`config.mk`:
```
export PLATFORM = sky130hd
export DESIGN_NAME = variable_length_bit_packer
export DESIGN_NICKNAME = d
export VERILOG_FILES = /design/src/vlbp_pkg.sv /design/src/vlbp_datapath.sv /design/src/vlbp_ctrl.sv /design/src/variable_length_bit_packer.sv
export SDC_FILE = /design/constraint.sdc
export NUM_CORES = 1
export LEC_CHECK = 0
export ABC_CLOCK_PERIOD_IN_PS = 6400
export BUFFER_PORTS_ARGS = -buffer_cell sky130_fd_sc_hd__buf_2
export CAP_MARGIN = 20
export CORE_MARGIN = 2
export CORE_UTILIZATION = 60
export CTS_BUF_LIST = sky130_fd_sc_hd__clkbuf_8
export DETAILED_ROUTE_END_ITERATION = 10
export PLACE_DENSITY_LB_ADDON = 0.15
export SLEW_MARGIN = 40
export SYNTH_ARGS = -nofsm -noshare
export SYNTH_HDL_FRONTEND = slang
export SYNTH_SLANG_ARGS = --single-unit
```
`constraint.sdc`:
```
create_clock -name clk -period 6.4 [get_ports clk]
set_input_delay 0 -clock clk [delete_from_list [all_inputs] [get_ports clk]]
set_output_delay 0 -clock clk [all_outputs]
set_load 0.005 [all_outputs]
```
`src/vlbp_pkg.sv`:
```
// ----------------------------------------------------------------------------
// vlbp_pkg
// Shared constants and controller/datapath interface types for the
// variable-length bit packer.
// ----------------------------------------------------------------------------
package vlbp_pkg;

  // field widths
  localparam int unsigned BYTE_BITS      = 8;
  localparam int unsigned VALUE_BITS     = 32;
  localparam int unsigned CNT_W          = 6;
  localparam int unsigned ACT_W          = 2;
  localparam int unsigned USED_W         = 3;
  localparam int unsigned SIZE_W         = 4;
  localparam int unsigned IN_TDATA_W     = 40;
  localparam int unsigned MAX_FIELD_BITS = 32;

  // largest count taken from one item
  localparam logic [CNT_W-1:0] CNT_LIMIT =
    (MAX_FIELD_BITS < VALUE_BITS) ? CNT_W'(MAX_FIELD_BITS) : CNT_W'(VALUE_BITS);

  localparam logic [BYTE_BITS-1:0] BYTE_MASK = 8'hff;

  // action codes
  localparam logic [ACT_W-1:0] ACT_WRITE = 2'd0;
  localparam logic [ACT_W-1:0] ACT_FLUSH = 2'd1;
  localparam logic [ACT_W-1:0] ACT_CLEAR = 2'd2;

  // controller to datapath
  typedef struct packed {
    logic load;   // capture value and saturated count
    logic step;   // place one chunk into the partial byte
    logic flush;  // emit partial byte and clear it
    logic clear;  // drop partial byte
  } vlbp_cmd_t;

  // datapath to controller
  typedef struct packed {
    logic cnt_zero;     // no bits left to place
    logic byte_done;    // current chunk completes a byte
    logic final_chunk;  // current chunk uses up the remaining count
    logic used_zero;    // partial byte is empty
  } vlbp_sts_t;

endpackage

```
`src/vlbp_datapath.sv`:
```
// ----------------------------------------------------------------------------
// vlbp_datapath
// Partial byte, shift register for the value, remaining count and the
// output byte register. Places one chunk per step.
// ----------------------------------------------------------------------------
module vlbp_datapath import vlbp_pkg::*; (
  input  logic                  clk,
  input  logic                  rst,
  input  logic [VALUE_BITS-1:0] value,
  input  logic [CNT_W-1:0]      bit_count,
  input  vlbp_cmd_t             cmd,
  output vlbp_sts_t             sts,
  output logic [BYTE_BITS-1:0]  out_byte,
  output logic                  out_last
);

  logic [BYTE_BITS-1:0]  partial;
  logic [USED_W-1:0]     used;
  logic [VALUE_BITS-1:0] data;
  logic [CNT_W-1:0]      cnt;

  logic [SIZE_W-1:0]    room;
  logic [SIZE_W-1:0]    size;
  logic [SIZE_W-1:0]    used_sum;
  logic [BYTE_BITS-1:0] chunk;
  logic [BYTE_BITS-1:0] acc_next;
  logic [CNT_W-1:0]     cnt_left;
  logic [CNT_W-1:0]     sat_count;

  // chunk placement: fill the byte from the top down
  always_comb begin
    room     = SIZE_W'(BYTE_BITS) - SIZE_W'(used);
    size     = (CNT_W'(room) < cnt) ? room : cnt[SIZE_W-1:0];
    chunk    = data[BYTE_BITS-1:0] & (BYTE_MASK >> (SIZE_W'(BYTE_BITS) - size));
    acc_next = partial | (chunk << (room - size));
    used_sum = SIZE_W'(used) + size;
    cnt_left = cnt - CNT_W'(size);
    sat_count = (bit_count > CNT_LIMIT) ? CNT_LIMIT : bit_count;
  end

  assign sts.cnt_zero    = (cnt == '0);
  assign sts.byte_done   = (used_sum == SIZE_W'(BYTE_BITS));
  assign sts.final_chunk = (cnt_left == '0);
  assign sts.used_zero   = (used == '0);

  // partial byte and fill level
  always_ff @(posedge clk) begin
    if (rst) begin
      partial <= '0;
      used    <= '0;
    end else if (cmd.flush || cmd.clear) begin
      partial <= '0;
      used    <= '0;
    end else if (cmd.step) begin
      if (used_sum == SIZE_W'(BYTE_BITS)) begin
        partial <= '0;
        used    <= '0;
      end else begin
        partial <= acc_next;
        used    <= used_sum[USED_W-1:0];
      end
    end
  end

  // value shifter and remaining count
  always_ff @(posedge clk) begin
    if (cmd.load) begin
      data <= value;
      cnt  <= sat_count;
    end else if (cmd.step) begin
      data <= data >> size;
      cnt  <= cnt_left;
    end
  end

  // output byte register
  always_ff @(posedge clk) begin
    if (cmd.flush) begin
      out_byte <= partial;
      out_last <= 1'b1;
    end else if (cmd.step && (used_sum == SIZE_W'(BYTE_BITS))) begin
      out_byte <= acc_next;
      out_last <= (cnt_left < CNT_W'(BYTE_BITS));
    end
  end

endmodule

```
`src/vlbp_ctrl.sv`:
```
// ----------------------------------------------------------------------------
// vlbp_ctrl
// Sequencer for the bit packer: takes an item, steps the datapath one chunk
// per cycle (a full output slot stalls it), holds the output byte valid flag.
// ----------------------------------------------------------------------------
module vlbp_ctrl import vlbp_pkg::*; (
  input  logic             clk,
  input  logic             rst,
  input  logic             s_tvalid,
  output logic             s_tready,
  input  logic [ACT_W-1:0] s_tuser,
  output logic             m_tvalid,
  input  logic             m_tready,
  output vlbp_cmd_t        cmd,
  input  vlbp_sts_t        sts
);

  typedef enum logic {
    S_IDLE,
    S_RUN
  } state_t;

  state_t           state;
  state_t           state_next;
  logic [ACT_W-1:0] op;
  logic             slot_free;
  logic             accept;

  assign s_tready  = (state == S_IDLE);
  assign accept    = s_tvalid && s_tready;
  assign slot_free = !m_tvalid || m_tready;

  // command decode
  always_comb begin
    cmd        = '0;
    state_next = state;
    unique case (state)
      S_IDLE: begin
        cmd.load = accept;
        if (accept) begin
          state_next = S_RUN;
        end
      end
      S_RUN: begin
        unique case (op)
          ACT_WRITE: begin
            if (sts.cnt_zero) begin
              state_next = S_IDLE;
            end else if (!sts.byte_done || slot_free) begin
              cmd.step = 1'b1;
              if (sts.final_chunk) begin
                state_next = S_IDLE;
              end
            end
          end
          ACT_FLUSH: begin
            if (sts.used_zero) begin
              cmd.clear  = 1'b1;
              state_next = S_IDLE;
            end else if (slot_free) begin
              cmd.flush  = 1'b1;
              state_next = S_IDLE;
            end
          end
          ACT_CLEAR: begin
            cmd.clear  = 1'b1;
            state_next = S_IDLE;
          end
          default: begin
            state_next = S_IDLE;
          end
        endcase
      end
      default: begin
        state_next = S_IDLE;
      end
    endcase
  end

  // state, latched action and output valid
  always_ff @(posedge clk) begin
    if (rst) begin
      state    <= S_IDLE;
      op       <= ACT_WRITE;
      m_tvalid <= 1'b0;
    end else begin
      state <= state_next;
      if (accept) begin
        op <= s_tuser;
      end
      if (cmd.flush || (cmd.step && sts.byte_done)) begin
        m_tvalid <= 1'b1;
      end else if (m_tready) begin
        m_tvalid <= 1'b0;
      end
    end
  end

`ifndef SYNTHESIS
  // no step, flush or clear while waiting for an item
  a_idle_quiet: assert property (@(posedge clk) disable iff (rst)
    s_tready |-> !cmd.step && !cmd.flush && !cmd.clear)
    else $error("datapath commanded while idle");

  // a byte is loaded only into a free output slot
  a_slot_free: assert property (@(posedge clk) disable iff (rst)
    (cmd.flush || (cmd.step && sts.byte_done)) |-> (!m_tvalid || m_tready))
    else $error("output byte overwritten");

  // flush emits only a nonempty partial byte
  a_flush_nonempty: assert property (@(posedge clk) disable iff (rst)
    cmd.flush |-> !sts.used_zero)
    else $error("flush of empty partial byte");

  // a new byte is presented after it was loaded
  a_byte_valid: assert property (@(posedge clk) disable iff (rst)
    (cmd.step && sts.byte_done) |=> m_tvalid)
    else $error("completed byte not presented");
`endif

endmodule

```
`src/variable_length_bit_packer.sv`:
```
// ----------------------------------------------------------------------------
// variable_length_bit_packer
// Packs fields of 0 to 32 bits into a byte stream, each byte filled from
// bit 7 down; supports flush and clear of the partial byte.
// ----------------------------------------------------------------------------
// channel  dir  handshake            payload
// s_*      in   s_tvalid / s_tready  s_tuser: action; s_tdata: value, bit_count
// m_*      out  m_tvalid / m_tready  m_tdata: out_byte; m_tlast: last
//
// one item is taken per visit to idle: an accept, then one datapath step per
// chunk (a 32-bit write takes four or five chunks), or one flush or clear step
// a completed byte waits in the output register; a full register with
// m_tready low stalls the chunk that would complete the next byte, or a flush
// rst is synchronous and empties the partial byte and the output register
// ----------------------------------------------------------------------------
module variable_length_bit_packer import vlbp_pkg::*; (
  input  logic                  clk,
  input  logic                  rst,
  input  logic                  s_tvalid,
  output logic                  s_tready,
  input  logic [IN_TDATA_W-1:0] s_tdata,  // value [31:0], bit_count [37:32], zero [39:38]
  input  logic [ACT_W-1:0]      s_tuser,  // action [1:0]
  output logic                  m_tvalid,
  input  logic                  m_tready,
  output logic [BYTE_BITS-1:0]  m_tdata,  // out_byte [7:0]
  output logic                  m_tlast
);

  vlbp_cmd_t cmd;
  vlbp_sts_t sts;

  // sequencer
  vlbp_ctrl u_ctrl (
    .clk      (clk),
    .rst      (rst),
    .s_tvalid (s_tvalid),
    .s_tready (s_tready),
    .s_tuser  (s_tuser),
    .m_tvalid (m_tvalid),
    .m_tready (m_tready),
    .cmd      (cmd),
    .sts      (sts)
  );

  // byte assembly
  vlbp_datapath u_datapath (
    .clk       (clk),
    .rst       (rst),
    .value     (s_tdata[VALUE_BITS-1:0]),
    .bit_count (s_tdata[VALUE_BITS+CNT_W-1:VALUE_BITS]),
    .cmd       (cmd),
    .sts       (sts),
    .out_byte  (m_tdata),
    .out_last  (m_tlast)
  );

endmodule
```
[Yosys cells after proc, flatten, opt, wreduce, memory -nomap -nowiden]
Index checks and enable logic that the tools add are counted.
Storage, ports and cells
  input bits: 46
  bits in writable memories: 0
  latch bits: 0
  memory bits (read-only): 0
  flip-flop bits (word level): 62
  output and inout bits: 11
  memories kept: 0
Cells by class
  shift operators: 3
  div/mod/pow operators: 0
  equal/unequal tests: 3
  reduce and logical (&&, ||, !) cells: 16
  bitwise gates (word level): 3
  order comparisons: 3
  multipliers: 0
  mux-type cells: 30
  $add $sub $neg: 5
Operators by type and width (count)
  2-to-1 mux 32 bit: 2
  right shift 32 x 4 -> 32 bit: 1
  2-to-1 mux 8 bit: 3
  2-to-1 mux 6 bit: 3
  2-to-1 mux 1 bit: 16
  zero test 6 bit: 2
  AND 8 bit: 1
  bitwise OR 8 bit: 1
  << shifter 8 x 4 -> 8 bit: 1
  right shift 8 x 4 -> 8 bit (first input constant): 1
  > comparator 6 bit (second input constant): 1
  < comparator 4 x 6 -> 1 bit: 1
  < comparator 6 x 4 -> 1 bit (second input constant): 1
  2-to-1 mux 3 bit: 2
  case mux 1 bit (2 select lines): 3
  nonzero test 2 bit: 3
  subtractor 6 x 4 -> 6 bit: 1
  adder 3 x 4 -> 4 bit: 1
  equality test 4 bit (second input constant): 1
  logical OR 1 bit: 4
  2-to-1 mux 4 bit: 1
  subtractor 4 x 3 -> 4 bit (first input constant): 1
  subtractor 4 bit: 1
  subtractor 4 bit (first input constant): 1
  8 further kinds: 10

[Depth between registers and ports, before layout]
  depth in word-level cells: 14
  gate-level depth with buffers: 22

[By module]
A second synthesis with hierarchy kept.
Second synthesis, totals
  cells, all modules: 553
  area, all modules: 5243.8 µm²
By module, submodules not included
  vlbp_datapath: cells each 520, times used 1, area each 4979.8 µm²
  vlbp_ctrl: cells each 33, times used 1, area each 264.0 µm²

[Worst setup path before layout]
Ideal clock, no wire load.
  path type: reg-to-reg
  start point: reg u_datapath.used[0]
  end point: reg u_datapath.cnt[0] (enable)
  library setup time: 0.509 ns
  data arrival time: 4.526 ns
  cell stages (with the launch flop): 19
  path slack: 1.366 ns
  clock period less this slack: 5.034 ns
  required time: 5.891 ns
  path through: dfxtp_1 inv_1 ha_1 ha_1 ha_1 and3_1 a21o_1 a21o_1 buf_4 inv_2 buf_4 buf_2 xnor2_1 ha_1 a311oi_2 xnor3_1 nor3_2 a21oi_2 nand2b_1
Between the ends
  word-level cells in the longest chain between the ends: 12
RTL lines
  from (decl): RTL line vlbp_datapath.sv:18  | logic [USED_W-1:0] used;
  from (signal assigned): RTL line vlbp_datapath.sv:60  | used <= used_sum[USED_W-1:0];
  subtractor 4 x 3 -> 4 bit: RTL line vlbp_datapath.sv:32  | room = SIZE_W'(BYTE_BITS) - SIZE_W'(used);
  < comparator 4 x 6 -> 1 bit: RTL line vlbp_datapath.sv:33  | size = (CNT_W'(room) < cnt) ? room : cnt[SIZE_W-1:0];
  2-to-1 mux 4 bit: RTL line vlbp_datapath.sv:33
  adder 3 x 4 -> 4 bit (*): RTL line vlbp_datapath.sv:36  | used_sum = SIZE_W'(used) + size;
  equality test 4 bit (*): RTL line vlbp_datapath.sv:42  | assign sts.byte_done = (used_sum == SIZE_W'(BYTE_BITS));
  zero test 1 bit (*): RTL line vlbp_ctrl.sv:49  | end else if (!sts.byte_done || slot_free) begin
  logical OR 1 bit (*): RTL line vlbp_ctrl.sv:49
  2-to-1 mux 1 bit (*): RTL line vlbp_ctrl.sv:49
  2-to-1 mux 1 bit (*): RTL line vlbp_ctrl.sv:47  | if (sts.cnt_zero) begin
  2-to-1 mux 1 bit (*): RTL line vlbp_ctrl.sv:45  | unique case (op)
  2-to-1 mux 3 bit (*): RTL line vlbp_ctrl.sv:37  | unique case (state)
  nonzero test 2 bit (no source line) (*)
  to (signal assigned): RTL line vlbp_datapath.sv:69  | cnt <= sat_count;
  to (signal assigned): RTL line vlbp_datapath.sv:72  | cnt <= cnt_left;
  to (decl): RTL line vlbp_datapath.sv:20  | logic [CNT_W-1:0] cnt;
Mark *: on every way between the ends. The rest lies on a longest branch, timed or not.
A chain may end at the register's enable or synchronous reset.

[Worst setup path in the final report]
  start point: reg u_datapath.used[0]
  end point: reg u_datapath.cnt[5] (enable)
Same word-level chain as after synthesis.

==> qor.csv <==
stage,metric,value,unit
routing,vias_per_cell,6.26,
setup_path,crit_top_cell,ha_1,
die,dieHeight,92.8,µm
timing,min_period,5.32,ns
setup_path,cp-startpoint,u_datapath.used[0]$_SDFFE_PP0P_,
synth,synthCells,501,
routing,vias,4221,
finish,area.sequential,0.00170,mm²
placement,place.gp.congestion,0.887,
synth,synth_fp_nets,565,
die,start_util,61.5,%
setup_path,startpoint_type,flop,
timing,rsz0062_at_grt,no,
placement,portBuffers,54,
grt,grt_overflow,0,
synth,syn_area_per_cell,9.44,µm²
finish,diodes,0,
routing,routed_wl,12100,µm
setup_path,crit_path_max_fanout,36,
synth,synth_compound_area_share,19.6,%
grt,grt_pass1_vias,4146,
timing,hold_violations,1,
setup_path,critPathKind,reg -> reg,
timing,slew_viol_final,0,
setup_path,cp_cell_sequence,"inv_1, ha_1, ha_1, ha_1, a21oi_1, nor3_1, a21o_1, mux2i_4, inv_2, ha_1, ha_1, a311oi_2, xnor3_1, nor3_2, a21oi_2, nand2b_1, buf_4",
placement,post-dp-hpwl,8410,µm
routing,wl_per_cell,18.0,µm
synth,synthTopCellsByArea,"edfxtp_1 (29%), mux2i_1 (15%), dfxtp_1 (6.8%), nor2_1 (4.8%), ha_1 (4.8%)",
timing,slew_headroom,46.0,%
setup_path,path_depth,17,
synth,synth-edff-count,46,
clock_network,post-cts-setup-buffers,0,
clock_network,cts_max_path_buffers,2,
die,die_area,0.00860,mm²
synth,ys_seq_area_share,36.0,%
synth,async_flop_share,0,%
setup_path,cp.required,6.39,ns
finish,final_cell_mix,"mux2i_1 (70), nor2_1 (60), buf_2 (55), edfxtp_1 (46), nand2_1 (41)",
setup_path,cpPeakStageDelay,0.56,ns
clock_network,path_clk_slew,0.08,ns
timing,fin_hold_ws,-0.000697,ns
setup_path,worstPathArrival,5.31,ns
synth,synth-main-ff-cell,edfxtp_1,
die,chipWidth,92.8,µm
worst_hold_path,hold_depth,3,
timing,skew,0.00872,ns
grt,grt_pass1_wl,20000,µm
run,cap_violations,0,
setup_path,rr_worst_depth,17,
clock_network,root_buffer,clkbuf_8,
synth,yosys_warnings,0,
routing,drt_iter0_drc,272,
setup_path,worstSetupEndpointType,flop,
synth,synth_area,0.00473,mm²
grt,grt_use_total,29.5,%
timing,finalSetupViolCount,0,
die,num_rows,32,
finish,drive_above_1_share,19.9,%
finish,multiInputGateArea,0.00281,mm²
setup_path,slowest_stage,a21oi_2,
synth,synth_fa_ha_area_share,4.98,%
synth,synth.distinct_cells,60,
routing,first_pass_iters,5,
finish,final_common_cell,mux2i_1,
grt,antenna_found_initial,0,
finish,final_net_count,631,
timing,fmax,188,MHz
outcome,failed_checks,negative hold slack,
clock_network,clk_latency,0.35,ns
finish,finish.utilization,71.1,%
die,io_pins,57,
synth,synth_top_family_by_area,compound AO/OA/AOI/OAI gates,
routing,detail-route-antenna-nets,0,
setup_path,worstReg2RegStart,u_datapath.used[0]$_SDFFE_PP0P_,
clock_network,clock_sinks,62,
clock_network,cts_tree,done,
worst_hold_path,hold_path_class,in -> reg,
synth,synthMuxAreaShare,18.5,%
grt,grt_max_degree,38,
clock_network,htreeDepth,3,
clock_network,numCtsBuffers,9,
synth,synthXorXnorAreaFrac,2.14,%
finish,fillCellCount,615,
timing,setup_tns,0,ns
routing,drcViolationCount,0,
die,core-area,0.00769,mm²
clock_network,cts_resized,0,
finish,area_delta_synth_final,15.7,%
setup_path,crit_family,compound AO/OA/AOI/OAI gates,
worst_hold_path,min_from,s_tdata[9],
synth,netlist.area_leader.share,29.2,%
outcome,status,"finished, violations left",
synth,synth_area_leader_cell,edfxtp_1,
timing,tightestPinTransition,0.808,ns
synth,synth_seq_cells,62,
timing,period_share,83.1,%
setup_path,critPathBufInv,3,
synth,yosys.area_share.simple,14.1,%
## area by class of cell
type                            instances  share of cell area, %
Inverter                               23                   1.58
Multi-Input combinational cell        391                   51.4
Clock inverter                          5                   1.46
Tap cell                              102                   2.33
Sequential cell                        62                   31.1
Clock buffer                           11                   2.77
Timing Repair Buffer                   80                   9.34
## cells by family (layout without fill, tap and decap cells)
kind of cell               after synthesis  count (layout)
muxes                                   84              84
adders and majority gates               19              19
DFF                                     62              62
buffers and inverters                   48             119
xor gates and xnor gates                10              10
AOI/OAI and AO/OA                      130             130
and+or+nand+nor                        148             148
## through the flow
stage | hold WS, ns | setup WS (ns) | cells | instance area, µm²
after floorplan | 0.0691 | 1.37 | 501 | 4730
after detailed placement | 0.239 | 1.20 | 638 | 5040
after CTS | 0.000170 | 1.16 | 673 | 5460
after global routing | 0.00125 | 0.725 | 674 | 5470
final | -0.000697 | 1.08 | 674 | 5470
after global placement | 0.234 | 1.32 | 638 | 5040
## worst min-delay path, cell delays in order
cell and delay [ns]:
buf_2 0.07, nor2_1 0.04, nor2_1 0.12
## path summary, 6_finish.rpt
path                                              to  slack [ns]
hold / removal          u_datapath.data[9]$_DFFE_PP_     -0.0007
hold reg to reg   u_datapath.partial[4]$_SDFFE_PP0P_        0.48
setup reg to reg         u_datapath.cnt[5]$_DFFE_PP_        1.08
setup / recovery         u_datapath.cnt[5]$_DFFE_PP_        1.08
## registers in the layout (all words and copies together), names as in the netlist
| register | count |
|---|---|
| u_datapath.cnt | 6 |
| u_datapath.used | 3 |
| u_ctrl.state | 1 |
| u_datapath.partial | 8 |
| u_datapath.out_last | 1 |
| u_datapath.data | 32 |
| u_datapath.out_byte | 8 |
| u_ctrl.op | 2 |
| u_ctrl.m_tvalid | 1 |
## cell usage after synthesis (all sizes together) (2+ instances only)
library cell,count
nor2b,3
xnor2,7
nand2,42
nand3b,5
buf,13
ha,18
o22ai,4
o221ai,3
o21ai,26
nand2b,6
nand3,11
edfxtp,46
a221oi,9
a31oi,17
mux2i,71
and3,4
dfxtp,16
and2,2
a21o,13
nor3b,2
clkbuf,12
a22o,3
nor2,62
a2111oi,2
o21a,4
a21oi,20
mux2,13
a31o,2
xor2,2
inv,22
o221a,6
or3,3
nor3,6
a211oi,8
o211ai,6
## metal layers
layer  part of all wire (%)  vias to the layer above  wire [µm]  GRT usage (%)
li1                       -                     2012          -              -
met4                    2.9                        0        346           13.6
met3                    6.3                       31        767           3.91
met1                     42                     1997       5040           36.6
met2                     49                      181       5950           50.9
met5                      0                        -          0              0
## timing repair
action,CTS,global route
hold buffers,19,0
endpoints found under the hold margin,20,0
endpoints found under the setup margin,0,0
Power is left out: the tool's default activity adds up to more than one toggle a clock period on the data nets, which glitch-free logic cannot reach.
